[src/rtl/core/sdc_pkg.sv]
// Package for the SOH/DLE/EOT deframer: item types, framing codes and the CRC step.
// No dependencies.
package sdc_pkg;

    localparam logic [7:0] SOH_CODE = 8'h01;
    localparam logic [7:0] DLE_CODE = 8'h10;
    localparam logic [7:0] EOT_CODE = 8'h04;
    localparam logic [15:0] CRC_POLY = 16'h1021;

    localparam logic REQ_BYTE  = 1'b0;
    localparam logic REQ_CLEAR = 1'b1;

    localparam logic [1:0] FS_NONE = 2'd0;
    localparam logic [1:0] FS_GOOD = 2'd1;
    localparam logic [1:0] FS_BAD  = 2'd2;

    localparam int LEN_W = 10;

    typedef struct packed {
        logic       req_type;
        logic [7:0] rx_byte;
    } t_in_item;

    typedef struct packed {
        logic             payload_valid;
        logic [7:0]       payload_byte;
        logic [1:0]       frame_status;
        logic             frame_ready;
        logic [LEN_W-1:0] frame_length;
    } t_out_item;

    // One byte of CRC-16/XMODEM, MSB first, no reflection.
    function automatic logic [15:0] crc16_feed(logic [15:0] crc, logic [7:0] b);
        logic [15:0] c;
        c = crc ^ {b, 8'h00};
        for (int k = 0; k < 8; k++) begin
            if (c[15]) begin
                c = {c[14:0], 1'b0} ^ CRC_POLY;
            end else begin
                c = {c[14:0], 1'b0};
            end
        end
        return c;
    endfunction

endpackage

[src/rtl/core/soh_dle_deframer_crc16_core.sv]
// Top level of the SOH/DLE/EOT deframer with a CRC-16/XMODEM trailer check.
// Depends on sdc_pkg.
//
// Channel | Handshake                  | Payload
// --------+----------------------------+-------------------------------
// input   | i_in_valid / o_in_ready    | i_in_data  (sdc_pkg::t_in_item)
// output  | o_out_valid / i_out_ready  | o_out_data (sdc_pkg::t_out_item)
//
// One item is accepted per cycle while the output is not stalled, and every item
// yields exactly one result. A result passes through the input register and then
// the result register. The rate is set by the single byte-wide CRC step and
// compare between those two registers.
// Reset (synchronous, active low) clears both valid flags and all frame state.
// A stalled output holds the result register; the input register still takes
// one more transfer, after which o_in_ready drops until the output moves.
module soh_dle_deframer_crc16_core #(
    parameter int BUFFER_BYTES = 1024
) (
    input  logic               i_clk,
    input  logic               i_rst_n,
    input  logic               i_in_valid,
    output logic               o_in_ready,
    input  sdc_pkg::t_in_item  i_in_data,
    output logic               o_out_valid,
    input  logic               i_out_ready,
    output sdc_pkg::t_out_item o_out_data
);
    import sdc_pkg::*;

    // The count must be able to hold the buffer size itself, since the wrap
    // back to zero happens only when the next byte is processed.
    localparam int CNT_W = $clog2(BUFFER_BYTES + 1);
    localparam logic [CNT_W-1:0] CNT_LIMIT = CNT_W'(BUFFER_BYTES);
    localparam logic [CNT_W-1:0] CNT_TWO   = CNT_W'(2);

    // Input register.
    logic      r_in_valid;
    t_in_item  r_in_data;

    // Result register.
    logic      r_out_valid;
    t_out_item r_out_data;
    t_out_item n_out_data;

    // Frame state.
    logic             r_escape;
    logic             n_escape;
    logic             r_ready_flag;
    logic             n_ready_flag;
    logic [CNT_W-1:0] r_count;
    logic [CNT_W-1:0] n_count;
    logic [15:0]      r_crc;
    logic [15:0]      n_crc;
    logic [7:0]       r_held0;
    logic [7:0]       n_held0;
    logic [7:0]       r_held1;
    logic [7:0]       n_held1;

    // The item in the input register moves on when the result register is
    // empty or its result is being taken this cycle.
    logic adv;
    logic in_fire;

    assign adv        = r_in_valid && (!r_out_valid || i_out_ready);
    assign o_in_ready = !r_in_valid || adv;
    assign in_fire    = i_in_valid && o_in_ready;

    assign o_out_valid = r_out_valid;
    assign o_out_data  = r_out_data;

    always_ff @(posedge i_clk) begin
        if (!i_rst_n) begin
            r_in_valid <= 1'b0;
        end else if (in_fire) begin
            r_in_valid <= 1'b1;
        end else if (adv) begin
            r_in_valid <= 1'b0;
        end
    end

    always_ff @(posedge i_clk) begin
        if (in_fire) begin
            r_in_data <= i_in_data;
        end
    end

    always_ff @(posedge i_clk) begin
        if (!i_rst_n) begin
            r_out_valid <= 1'b0;
        end else if (adv) begin
            r_out_valid <= 1'b1;
        end else if (i_out_ready) begin
            r_out_valid <= 1'b0;
        end
    end

    always_ff @(posedge i_clk) begin
        if (adv) begin
            r_out_data <= n_out_data;
        end
    end

    // Frame state advances exactly once per item, when that item's result
    // is written into the result register.
    always_ff @(posedge i_clk) begin
        if (!i_rst_n) begin
            r_escape     <= 1'b0;
            r_ready_flag <= 1'b0;
            r_count      <= '0;
            r_crc        <= '0;
            r_held0      <= '0;
            r_held1      <= '0;
        end else if (adv) begin
            r_escape     <= n_escape;
            r_ready_flag <= n_ready_flag;
            r_count      <= n_count;
            r_crc        <= n_crc;
            r_held0      <= n_held0;
            r_held1      <= n_held1;
        end
    end

    // Per-item logic. Stored bytes are delayed by two so that the CRC trailer
    // never enters the running CRC; each byte leaving the delay is payload.
    logic [CNT_W-1:0] cnt0;
    logic [15:0]      crc0;
    logic [CNT_W-1:0] len_full;
    logic             do_store;
    logic             crc_match;
    logic [7:0]       b;

    always_comb begin
        b          = r_in_data.rx_byte;
        n_escape     = r_escape;
        n_ready_flag = r_ready_flag;
        n_count      = r_count;
        n_crc        = r_crc;
        n_held0      = r_held0;
        n_held1      = r_held1;
        n_out_data   = '0;
        do_store     = 1'b0;

        // Wrap of the byte count at the buffer size, applied to every byte
        // that is actually processed.
        if (r_count == CNT_LIMIT) begin
            cnt0 = '0;
            crc0 = '0;
        end else begin
            cnt0 = r_count;
            crc0 = r_crc;
        end
        len_full  = cnt0 - CNT_TWO;
        crc_match = ({r_held1, r_held0} == crc0);

        if (r_in_data.req_type == REQ_CLEAR) begin
            // Clear request only drops the ready flag; the result is all zero.
            n_ready_flag = 1'b0;
        end else if (r_ready_flag) begin
            // A good frame is held: link bytes are ignored.
            n_out_data.frame_ready = 1'b1;
        end else begin
            n_count = cnt0;
            n_crc   = crc0;
            if (r_escape) begin
                n_escape = 1'b0;
                do_store = 1'b1;
            end else if (b == SOH_CODE) begin
                n_count = '0;
                n_crc   = '0;
            end else if (b == DLE_CODE) begin
                n_escape = 1'b1;
            end else if (b == EOT_CODE) begin
                // The count is left as is; later bytes extend it.
                if (cnt0 > CNT_TWO && crc_match) begin
                    n_ready_flag            = 1'b1;
                    n_out_data.frame_status = FS_GOOD;
                end else begin
                    n_out_data.frame_status = FS_BAD;
                end
                if (cnt0 >= CNT_TWO) begin
                    n_out_data.frame_length = LEN_W'(len_full);
                end
            end else begin
                do_store = 1'b1;
            end

            if (do_store) begin
                if (cnt0 >= CNT_TWO) begin
                    n_crc                    = crc16_feed(crc0, r_held0);
                    n_out_data.payload_valid = 1'b1;
                    n_out_data.payload_byte  = r_held0;
                    n_held0                  = r_held1;
                    n_held1                  = b;
                end else if (cnt0[0]) begin
                    n_held1 = b;
                end else begin
                    n_held0 = b;
                end
                n_count = cnt0 + CNT_W'(1);
            end
            n_out_data.frame_ready = n_ready_flag;
        end
    end

endmodule

[config.mk]
export PLATFORM = sky130hd
export DESIGN_NAME = soh_dle_deframer_crc16_core
export DESIGN_NICKNAME = d
export VERILOG_FILES = /design/src/rtl/core/sdc_pkg.sv /design/src/rtl/core/soh_dle_deframer_crc16_core.sv
export SDC_FILE = /design/constraint.sdc
export NUM_CORES = 1
export LEC_CHECK = 0
export ABC_AREA = 1
export ABC_CLOCK_PERIOD_IN_PS = 2500
export BUFFER_PORTS_ARGS = -buffer_cell sky130_fd_sc_hd__buf_2
export CAP_MARGIN = 40
export CORE_MARGIN = 2
export CORE_UTILIZATION = 54
export DETAILED_ROUTE_END_ITERATION = 12
export GPL_ROUTABILITY_DRIVEN = 0
export PLACE_DENSITY_LB_ADDON = 0.15
export SYNTH_ARGS = -nofsm -noshare
export SYNTH_HDL_FRONTEND = slang
export SYNTH_SLANG_ARGS = --single-unit
[constraint.sdc]
create_clock -name i_clk -period 2.5 [get_ports i_clk]
set_input_delay 0.25 -clock i_clk [delete_from_list [all_inputs] [get_ports i_clk]]
set_output_delay 0.25 -clock i_clk [all_outputs]
set_load 0.1 [all_outputs]
==> results.json <==
{
  "status": "completed",
  "slew_violations": 0,
  "ys_top_cells_by_count": "nand2_1 (135), inv_1 (71), nor2_1 (61), a21oi_1 (47), dfxtp_1 (47)",
  "design.core.area_sq_mm": 0.00781,
  "power_density_mw_per_mm2": 556,
  "yosysTopAreaCellShare": 0.213,
  "hpwl_mm": 8.13,
  "grt_max_degree": 37,
  "p_comb_frac": 0.167,
  "fin_util": 0.682,
  "finalCritPeriodShare": 0.962,
  "initial_core_util": 0.565,
  "hold_viol_final": 0,
  "synth_seq_cells": 78,
  "min_path_type": "input pin to flop",
  "cts_num_sinks": 78,
  "worst-setup-path-type": "flop to flop",
  "max_freq_mhz": 416,
  "cp.required_ns": 2.79,
  "synth.most_common_cell": "nand2_1",
  "clkLatencyLatePin_ns": 0.37,
  "instances_no_fill": 758,
  "htreeDepth": 3,
  "grt_pass1_vias": 3738,
  "holdWs_ns": 0.0568,
  "ys_top_cells_by_area": "dfxtp_1 (21%), edfxtp_1 (21%), nand2_1 (11%)",
  "avgSynthCellArea_sq_um": 7.57,
  "syn_to_final_growth_pct": 20.7,
  "antenna_found_initial": 0,
  "clkPwrFrac": 0.361,
  "via_per_inst": 5.43,
  "first_iter_violations": 287,
  "drive_above_1_share": 0.229,
  "worst-slew-pin-transition_ns": 0.512,
  "switching_power_uw": 891,
  "setup_slack_ns": 0.0950,
  "cts_root_buffer": "clkbuf_8",
  "fin_nets": 669,
  "die_y_um": 94.4,
  "power_frac_seq": 0.472,
  "synth_edf_count": 31,
  "cellLeakagePower_nw": 2.23,
  "cp_max_fo": 7,
  "drv_cap": 0,
  "row_count": 32,
  "synthesis.nets": 601,
  "post-route-min-period_ns": 2.40,
  "place_ws_ns": 0.0149,
  "wire_per_inst_um": 15.3,
  "arrival_ns": 2.70,
  "die_area_sq_mm": 0.00891,
  "antenna_left": 0,
  "relSlewSlack": 0.658,
  "grt_use_total": 0.269,
  "endpoint_kind": "flop",
  "skew_ns": 0.0138,
  "grt_first_pass_wirelength_mm": 18.4,
  "ys_warn_count": 0,
  "final_cell_area_sq_mm": 0.00532,
  "dpl.cell_count": 728,
  "drc": 0,
  "fillers": 641,
  "grt_overflow": 0,
  "async_reset_ff_frac": 0,
  "cts_max_path_buffers": 2,
  "antenna_cells": 0,
  "ios": 37,
  "synthFlopType": "dfxtp_1",
  "dr.pass1.iters": 5,
  "cts_tree": "yes",
  "power.internal_mw": 2.07,
  "ir_drop_mv": 0.382,
  "yosysUniqueCellTypes": 39,
  "clk_pin_slew_ns": 0.08,
  "place_area_sq_mm": 0.00488,
  "synth_cells": 583,
  "cts_buffers": 9,
  "syn_area_sq_mm": 0.00441,
  "ctsHoldBuffers": 0,
  "synth_top_area_cell": "dfxtp_1",
  "cp-start-kind": "flop",
  "dieWidth_um": 94.4,
  "postRouteWirelength_mm": 11.6,
  "sw_frac_of_total": 0.301,
  "portBuffers": 36,
  "vias": 4116,
  "setup_viol": 0,
  "yosysSeqAreaShare": 0.424
}
-- routing by layer --
layer	part of all wire	global-route usage	up-vias
met2	0.45	0.417	186
met5	0	0	-
met4	0.022	0.0894	0
li1	-	-	2032
met3	0.076	0.0423	22
met1	0.45	0.386	1876
-- cells in the final DEF, fill, tap and decap left out, types with 2 or more instances in the layout --
master,synthesis,final
clkbuf_8,0,10
a31oi_1,3,3
nand2_2,7,11
o211ai_1,9,9
clkinv_4,0,2
inv_1,71,68
o21ai_4,2,2
dfxtp_1,47,45
nand4_1,2,2
xnor2_1,9,9
o21ai_0,38,36
nor2_1,61,56
a211oi_1,6,4
a211oi_2,0,2
nand2_1,135,130
ha_1,5,3
nor2_4,4,7
or2_2,2,2
o21ai_1,2,4
a21oi_1,47,47
inv_2,4,7
dfxtp_2,0,2
nor2_2,4,6
buf_2,2,37
nor3_1,7,6
buf_12,0,3
xor2_2,3,3
nand3_2,1,4
nand3_1,34,31
edfxtp_1,31,31
clkbuf_16,0,2
nand2_4,3,4
xor2_1,16,16
buf_4,3,34
-- stage by stage --
| stage | power, mW | setup TNS [ns] |
|---|---|---|
| 2_1_floorplan | 1.77 | 0 |
| 6_report | 2.96 | 0 |
| 5_1_grt | 3.06 | -0.128 |
| 3_3_place_gp | 1.87 | 0 |
| 3_5_place_dp | 1.89 | 0 |
| 4_1_cts | 2.93 | 0 |
-- flip-flops by register name, summed over array words and instances (netlist names) --
name / flops
b: 8
r_ready_flag: 1
r_escape: 1
r_held1: 8
r_in_data: 1
o_out_valid: 1
o_out_data: 22
r_crc: 16
r_count: 11
r_in_valid: 1
r_held0: 8
-- worst max-delay path, cell delays in order, from the launching register on --
cell     delay [ns]
dfxtp_2        0.33
inv_2          0.06
ha_2           0.15
nand2_1        0.05
inv_1          0.07
nand2_2        0.07
nor2_4         0.11
nor2_4         0.05
inv_2          0.06
ha_4           0.14
nand2_4        0.06
nor2_4         0.12
nand2_2        0.08
nor2_4         0.14
nand2_4        0.08
buf_12         0.14
o21ai_4        0.18
buf_12         0.14
buf_8          0.11
o21ai_1        0.07
a21oi_1        0.14
-- area by class of cell --
cell class	instances	area, sq um	area share
Clock buffer	11	163	0.0306
Clock inverter	5	63.8	0.0120
Inverter	75	282	0.0529
Multi-Input combinational cell	409	2230	0.419
Sequential cell	78	1870	0.352
Tap cell	102	128	0.0240
Timing Repair Buffer	78	579	0.109
-- power by group through the flow --
stage	sequential [mW]	clock [mW]	combinational (mW)
floorplan	1.53	0	0.237
global placement	1.42	0	0.450
detailed placement	1.42	0	0.462
CTS	1.39	1.07	0.465
global route	1.40	1.13	0.534
finish	1.40	1.07	0.496
-- cell families after synthesis --
kind of cell	after synthesis	synth area share
and+or+nand+nor	264	0.262
buffers and inverters	96	0.0899
xor gates and xnor gates	29	0.0670
DFF	78	0.424
adders and majority gates	5	0.0142
AOI/OAI and AO/OA	111	0.143
-- timing repair --
item | CTS | global route
setup endpoints to repair | 2 | 56
endpoints found under the hold margin | 0 | 0
cloned | 0 | 1
buffers inserted | 1 | 12
gates resized for setup | 0 | 30
pin swaps | 1 | 5
-- final timing paths --
kind / from / end / slack [ns] / cells after the start
max: r_count[1] / r_held1[4] / 0.1 / 20
min reg2reg: r_crc[4] / r_crc[4] / 0.47 / 2
min: i_in_data[8] / r_in_data[8] / 0.06 / 1
max reg2reg: r_count[1] / r_held1[4] / 0.1 / 20
No activity file was read; power rests on OpenSTA's default activity.
